$ cat config.mk
export PLATFORM = sky130hd
export DESIGN_NAME = periodic_timer_table
export DESIGN_NICKNAME = d
export VERILOG_FILES = /design/src/hdl/ptt_pkg.sv /design/src/hdl/periodic_timer_table.sv
export SDC_FILE = /design/constraint.sdc
export NUM_CORES = 1
export LEC_CHECK = 0
export BUFFER_PORTS_ARGS = -buffer_cell sky130_fd_sc_hd__buf_2
export CELL_PAD_IN_SITES_DETAIL_PLACEMENT = 1
export CELL_PAD_IN_SITES_GLOBAL_PLACEMENT = 2
export CORE_MARGIN = 10
export CORE_UTILIZATION = 53
export DETAILED_ROUTE_END_ITERATION = 10
export PLACE_DENSITY = 0.9
export SLEW_MARGIN = 10
export SYNTH_ARGS = -nofsm -noshare
export SYNTH_HDL_FRONTEND = slang
export SYNTH_SLANG_ARGS = --single-unit
$ cat constraint.sdc
create_clock -name clk -period 17.15 [get_ports clk]
set_input_delay 0.8575 -clock clk [delete_from_list [all_inputs] [get_ports clk]]
set_output_delay 0.8575 -clock clk [all_outputs]
set_load 0.1 [all_outputs]
$ cat src/hdl/ptt_pkg.sv
`default_nettype none
// ----------------------------------------------------------------------------
// ptt_pkg
// Shared types and codes for the periodic timer table.
// ----------------------------------------------------------------------------
package ptt_pkg;

  localparam int unsigned KEY_W    = 8;
  localparam int unsigned PERIOD_W = 16;
  localparam int unsigned STATUS_W = 3;

  typedef enum logic [1:0] {
    FN_INSERT = 2'd0,
    FN_START  = 2'd1,
    FN_STOP   = 2'd2,
    FN_TICK   = 2'd3
  } func_t;

  typedef enum logic [STATUS_W-1:0] {
    STAT_OK    = 3'd0,
    STAT_DUP   = 3'd1,
    STAT_FULL  = 3'd2,
    STAT_MISS  = 3'd3,
    STAT_FIRED = 3'd4,
    STAT_IDLE  = 3'd5
  } status_t;

endpackage
`default_nettype wire

$ cat src/hdl/periodic_timer_table.sv
`default_nettype none
// ----------------------------------------------------------------------------
// periodic_timer_table
// Table of periodic timers keyed by id, held in one synchronous memory.
// ----------------------------------------------------------------------------
// Each request is handled by a walk over the occupied slots of the table
// memory, one slot per cycle through its single read port unless a tick
// must hold a fired entry while the output register is full. The memory
// read is registered, so the read address is steered from the next index.
// Insert, start and stop end the walk early when the id is found. A new
// request is taken once the previous one has placed its final result in the
// output register. Slots fill in insertion order and are never freed, so
// occupancy is a fill count and the memory needs no clearing after reset.
// Requests: tuser carries the operation, tdata the id and period. Results:
// tuser the status, tdata the fired id, tlast marks a request's last result.
// ----------------------------------------------------------------------------
module periodic_timer_table #(
  parameter int unsigned ENTRIES     = 16,
  parameter int unsigned COUNT_WIDTH = 16
) (
  input  wire logic                       clk,
  input  wire logic                       rst_n,
  input  wire logic                       in_tvalid,
  output logic                            in_tready,
  input  wire logic [23:0]                in_tdata,   // [7:0] timer_id, [23:8] period
  input  wire ptt_pkg::func_t             in_tuser,   // [1:0] func
  output logic                            out_tvalid,
  input  wire logic                       out_tready,
  output logic [7:0]                      out_tdata,  // [7:0] fired_id
  output ptt_pkg::status_t                out_tuser,  // [2:0] status
  output logic                            out_tlast
);
  import ptt_pkg::*;

  localparam int unsigned IW = (ENTRIES > 1) ? $clog2(ENTRIES) : 1;
  localparam int unsigned UW = $clog2(ENTRIES + 1);

  typedef struct packed {
    logic [KEY_W-1:0]       key;
    logic                   enabled;
    logic [COUNT_WIDTH-1:0] count;
    logic [COUNT_WIDTH-1:0] period;
  } entry_t;

  typedef enum logic [2:0] {
    SM_IDLE = 3'b001,
    SM_SCAN = 3'b010,
    SM_TICK = 3'b100
  } state_t;

  // table memory
  entry_t mem [ENTRIES];
  entry_t mem_q;
  logic   [IW-1:0] rd_addr;
  logic            we;
  logic   [IW-1:0] waddr;
  entry_t          wdata;

  state_t state_r, state_nxt;
  logic [UW-1:0] used_r, used_nxt;
  logic [UW-1:0] idx_r, idx_nxt;
  func_t                  func_r;
  logic [KEY_W-1:0]       id_r;
  logic [COUNT_WIDTH-1:0] period_r;

  // fired entry held back until we know whether it is the last one
  logic             pend_v_r, pend_v_nxt;
  logic [KEY_W-1:0] pend_id_r, pend_id_nxt;

  logic             out_valid_r;
  status_t          out_status_r;
  logic [KEY_W-1:0] out_id_r;
  logic             out_last_r;

  logic             out_free;
  logic             emit;
  status_t          emit_status;
  logic [KEY_W-1:0] emit_id;
  logic             emit_last;
  logic             adv;
  logic             walk_end;
  logic [COUNT_WIDTH-1:0] cnt_inc;
  logic             fire;
  logic             accept;

  assign in_tready = (state_r == SM_IDLE);
  assign accept    = in_tvalid && in_tready;
  assign out_free  = !out_valid_r || out_tready;
  assign walk_end  = (idx_r >= used_r);
  assign cnt_inc   = mem_q.count + 1'b1;
  assign fire      = mem_q.enabled && (cnt_inc >= mem_q.period);

  always_comb begin
    state_nxt   = state_r;
    used_nxt    = used_r;
    idx_nxt     = idx_r;
    pend_v_nxt  = pend_v_r;
    pend_id_nxt = pend_id_r;
    adv         = 1'b0;
    we          = 1'b0;
    waddr       = idx_r[IW-1:0];
    wdata       = mem_q;
    emit        = 1'b0;
    emit_status = STAT_OK;
    emit_id     = '0;
    emit_last   = 1'b1;

    unique case (state_r)
      SM_IDLE: begin
        idx_nxt    = '0;
        pend_v_nxt = 1'b0;
        if (accept) begin
          state_nxt = (in_tuser == FN_TICK) ? SM_TICK : SM_SCAN;
        end
      end

      SM_SCAN: begin
        if (walk_end) begin
          if (out_free) begin
            emit      = 1'b1;
            state_nxt = SM_IDLE;
            if (func_r != FN_INSERT) begin
              emit_status = STAT_MISS;
            end else if (used_r >= UW'(ENTRIES)) begin
              emit_status = STAT_FULL;
            end else begin
              emit_status   = STAT_OK;
              we            = 1'b1;
              waddr         = used_r[IW-1:0];
              wdata.key     = id_r;
              wdata.enabled = 1'b0;
              wdata.count   = '0;
              wdata.period  = '0;
              used_nxt      = used_r + 1'b1;
            end
          end
        end else if (mem_q.key == id_r) begin
          if (out_free) begin
            emit      = 1'b1;
            state_nxt = SM_IDLE;
            if (func_r == FN_INSERT) begin
              emit_status = STAT_DUP;
            end else begin
              emit_status = STAT_OK;
              we          = 1'b1;
              wdata.count = '0;
              if (func_r == FN_START) begin
                wdata.enabled = 1'b1;
                wdata.period  = period_r;
              end else begin
                wdata.enabled = 1'b0;
              end
            end
          end
        end else begin
          adv = 1'b1;
        end
      end

      SM_TICK: begin
        if (walk_end) begin
          if (out_free) begin
            emit        = 1'b1;
            emit_status = pend_v_r ? STAT_FIRED : STAT_IDLE;
            emit_id     = pend_v_r ? pend_id_r : '0;
            state_nxt   = SM_IDLE;
          end
        end else if (!mem_q.enabled) begin
          adv = 1'b1;
        end else if (!(fire && pend_v_r && !out_free)) begin
          adv         = 1'b1;
          we          = 1'b1;
          wdata.count = fire ? '0 : cnt_inc;
          if (fire) begin
            if (pend_v_r) begin
              emit        = 1'b1;
              emit_status = STAT_FIRED;
              emit_id     = pend_id_r;
              emit_last   = 1'b0;
            end
            pend_v_nxt  = 1'b1;
            pend_id_nxt = mem_q.key;
          end
        end
      end

      default: state_nxt = SM_IDLE;
    endcase

    if (adv) begin
      idx_nxt = idx_r + 1'b1;
    end
    rd_addr = idx_nxt[IW-1:0];
  end

  always_ff @(posedge clk) begin
    if (we) begin
      mem[waddr] <= wdata;
    end
    mem_q <= mem[rd_addr];
  end

  always_ff @(posedge clk) begin
    if (!rst_n) begin
      state_r     <= SM_IDLE;
      used_r      <= '0;
      idx_r       <= '0;
      pend_v_r    <= 1'b0;
      out_valid_r <= 1'b0;
    end else begin
      state_r  <= state_nxt;
      used_r   <= used_nxt;
      idx_r    <= idx_nxt;
      pend_v_r <= pend_v_nxt;
      if (emit) begin
        out_valid_r <= 1'b1;
      end else if (out_tready) begin
        out_valid_r <= 1'b0;
      end
    end
  end

  always_ff @(posedge clk) begin
    pend_id_r <= pend_id_nxt;
    if (accept) begin
      func_r   <= in_tuser;
      id_r     <= in_tdata[KEY_W-1:0];
      period_r <= COUNT_WIDTH'(in_tdata[KEY_W +: PERIOD_W]);
    end
    if (emit) begin
      out_status_r <= emit_status;
      out_id_r     <= emit_id;
      out_last_r   <= emit_last;
    end
  end

  assign out_tvalid = out_valid_r;
  assign out_tdata  = out_id_r;
  assign out_tuser  = out_status_r;
  assign out_tlast  = out_last_r;

endmodule
`default_nettype wire
==> results.sh <==
export IMPL_core_area_um2=54990
export IMPL_vias_per_cell=6.491
export IMPL_n_fill_cell=4635
export IMPL_die_area_um2=65280
export IMPL_cts_repair_resized=0
export IMPL_report_final_slew_viol_count=0
export IMPL_routed_wl_um=74910
export IMPL_reg2reg_depth=18
export IMPL_nets=1634
export IMPL_dp_hpwl_um=37740
export IMPL_critPathMaxFanout=157
export IMPL_async_flop_share=0
export IMPL_htree_levels=3
export IMPL_seq_area_frac_synth=0.7553
export IMPL_ys_flop_type="edfxtp_1"
export IMPL_io_pins=44
export IMPL_area_delta_synth_final_pct=13.01
export IMPL_yosys_top_cells_area="edfxtp_1, mux4_2, dfxtp_1"
export IMPL_rsz0062_at_grt="no"
export IMPL_antenna_cells=0
export IMPL_postCtsSetupBuffers=0
export IMPL_worst_pin_slew_ns=1.171
export IMPL_synth_edff_count=702
export IMPL_cts_buffer_depth=3
export IMPL_drtIter0Drc=1872
export IMPL_ys_types=60
export IMPL_hold_buffers=0
export IMPL_arrival_ns=6.79
export IMPL_grt_pass1_vias=16390
export IMPL_portBuffers=43
export IMPL_clk_latency_ns=0.63
export IMPL_cts_tree="yes"
export IMPL_drive_above_1_share=0.2215
export IMPL_worstSetupEndpointType="flop"
export IMPL_gp_congestion=0.7811
export IMPL_min_path_type="in2reg"
export IMPL_postSynthAreaPerCell_um2=19.62
export IMPL_yosysMostFrequentCell="edfxtp_1"
export IMPL_fin_crit_ns=6.290
export IMPL_syn_area_um2=29390
export IMPL_via_count=15520
export IMPL_start_util=0.5346
export IMPL_slew_headroom=0.2175
export IMPL_peakVddDrop_uv=118.7
export IMPL_finalSetupViolCount=0
export IMPL_skew_ns=0.02281
export IMPL_grt_start_max_net_pins=158
export IMPL_postSynthCellCount=1498
export IMPL_ys_seq_elements=758
export IMPL_timing_final_crit_share=0.3667
export IMPL_synth_top_area_cell="edfxtp_1"
export IMPL_grt_use_total=0.2293
export IMPL_fmax_ghz=0.1590
export IMPL_crit_type="reg2reg"
export IMPL_power_leakage_nw=10.64
export IMPL_die_w_um=255.5
export IMPL_placementRows=86
export IMPL_p_per_area_nw_per_um2=112.2
export IMPL_yosysTopAreaCellShare=0.7172
export IMPL_yosys_warnings=0
export IMPL_die_y_um=255.5
export IMPL_hold_viol=0
export IMPL_routedWlPerCell_um=31.33
export IMPL_drc=0
export IMPL_clock_root_buffer="clkbuf_16"
export IMPL_antenna_found_initial=0
export IMPL_cts_made_buffers=76
export IMPL_clock_sinks=758
export IMPL_tns_ns=0
export IMPL_synthesis_nets=1552
export IMPL_dr_pass1_iters=6
export IMPL_clkTransAtPathRegs_ns=0.06
export IMPL_ant_nets=0
export IMPL_worst_ep_required_time_ns=17.65
export IMPL_min_delay_path_depth=1
export IMPL_maxCapViolations=0
export IMPL_yosys_top_cells_count="edfxtp_1, mux4_2, mux2i_1"
export IMPL_grt_pass1_wl_um=111400
export IMPL_final_core_util=0.6041
export IMPL_overflow=0
export IMPL_status="complete, no violations"
export IMPL_startpoint_type="flop"
report_power, final:
group,total (mW),internal [mW],switching (mW)
Sequential,2.00,2.00,0.00397
Clock,1.70,0.991,0.708
Combinational,0.0259,0.00672,0.0192
Total,3.73,3.00,0.731
cells in the final DEF, fill, tap and decap left out, types with 8 or more instances in the layout:
| cell | instances |
|---|---|
| buf_4 | 32 |
| mux4_2 | 123 |
| o22ai_1 | 43 |
| inv_1 | 29 |
| nor2_4 | 16 |
| dfxtp_1 | 56 |
| a211o_1 | 42 |
| o21ai_0 | 16 |
| xnor2_1 | 9 |
| edfxtp_1 | 702 |
| nand2_1 | 30 |
| buf_2 | 43 |
| clkbuf_8 | 9 |
| nand3_1 | 17 |
| mux2_2 | 9 |
| mux2i_1 | 85 |
| a22o_1 | 68 |
| and2_1 | 20 |
| clkinv_2 | 18 |
| clkbuf_16 | 77 |
| xor2_1 | 16 |
| bufinv_16 | 8 |
| ha_1 | 24 |
| nor2_1 | 22 |
| clkbuf_1 | 12 |
worst max-delay path, stage by stage, from the launching register on:
cell and delay (ns):
dfxtp_1 0.44, ha_1 0.29, nand3_1 0.15, nor2_1 0.33, nand3_1 0.30, nor2_1 0.18
nand2_1 0.08, xnor2_1 0.16, ha_1 0.33, and4_1 0.23, nand4_1 0.16, o2111a_1 0.35
or2_1 0.44, o21ai_4 0.21, buf_4 0.65, buf_12 0.81, mux4_2 0.42, a22o_1 0.26
a211o_1 0.24
state kept, by name, indices dropped and copies added, names as in the netlist:
register	cells
used_r	5
state_r	3
period_r	16
out_tlast	1
func_r	2
mem_q	41
idx_r	5
mem	656
pend_id_r	8
out_tvalid	1
out_tuser	3
pend_v_r	1
out_tdata	8
id_r	8
area by class of cell:
class | count | area, um^2 | share of cell area
Inverter | 29 | 108.9 | 0.003277
Clock inverter | 43 | 452.9 | 0.01364
Multi-Input combinational cell | 638 | 6927 | 0.2085
Timing Repair Buffer | 77 | 495.5 | 0.01492
Sequential cell | 758 | 22200 | 0.6684
Clock buffer | 98 | 2096 | 0.06309
Tap cell | 748 | 935.9 | 0.02818
layer usage:
layer / wire [um] / global-route usage / vias up / share of wire
li1: - / - / 6332 / -
met1: 29840 / 0.3107 / 8238 / 0.40
met2: 37010 / 0.3734 / 801 / 0.49
met3: 6114 / 0.04544 / 149 / 0.082
met4: 1946 / 0.06662 / 0 / 0.026
met5: 0 / 0 / - / 0
through the flow:
step / std cells / hold WS, ns / setup slack [ns] / area (um^2) / power [mW]
floorplan: 1498 / 0.4457 / 11.54 / 29390 / 2.057
global placement: 2250 / 0.4522 / 11.30 / 30670 / 2.068
detailed placement: 2250 / 0.4654 / 11.03 / 30670 / 2.069
CTS: 2391 / 0.3749 / 10.91 / 33220 / 3.751
global route: 2391 / 0.3816 / 10.51 / 33220 / 3.824
finish: 2391 / 0.4103 / 10.86 / 33220 / 3.728
cell families after synthesis:
| kind of cell | after synthesis | share of synthesized area |
|---|---|---|
| XOR/XNOR | 25 | 0.007449 |
| adder cells (fa/ha/maj) | 24 | 0.01022 |
| multiplexers | 217 | 0.1266 |
| flip-flops | 758 | 0.7553 |
| buffers and inverters | 102 | 0.01588 |
| AND/OR/NAND/NOR | 151 | 0.02618 |
| AO/OA/AOI/OAI | 221 | 0.05832 |
final timing paths:
path                     from           end  slack [ns]
setup reg to reg    mem_q[16]     mem_q[20]       10.86
hold / removal    in_tdata[1]       id_r[1]        0.41
hold reg to reg     mem_q[38]  pend_id_r[5]        0.48
setup / recovery    mem_q[16]     mem_q[20]       10.86
Power figures use the tool's default switching activity.
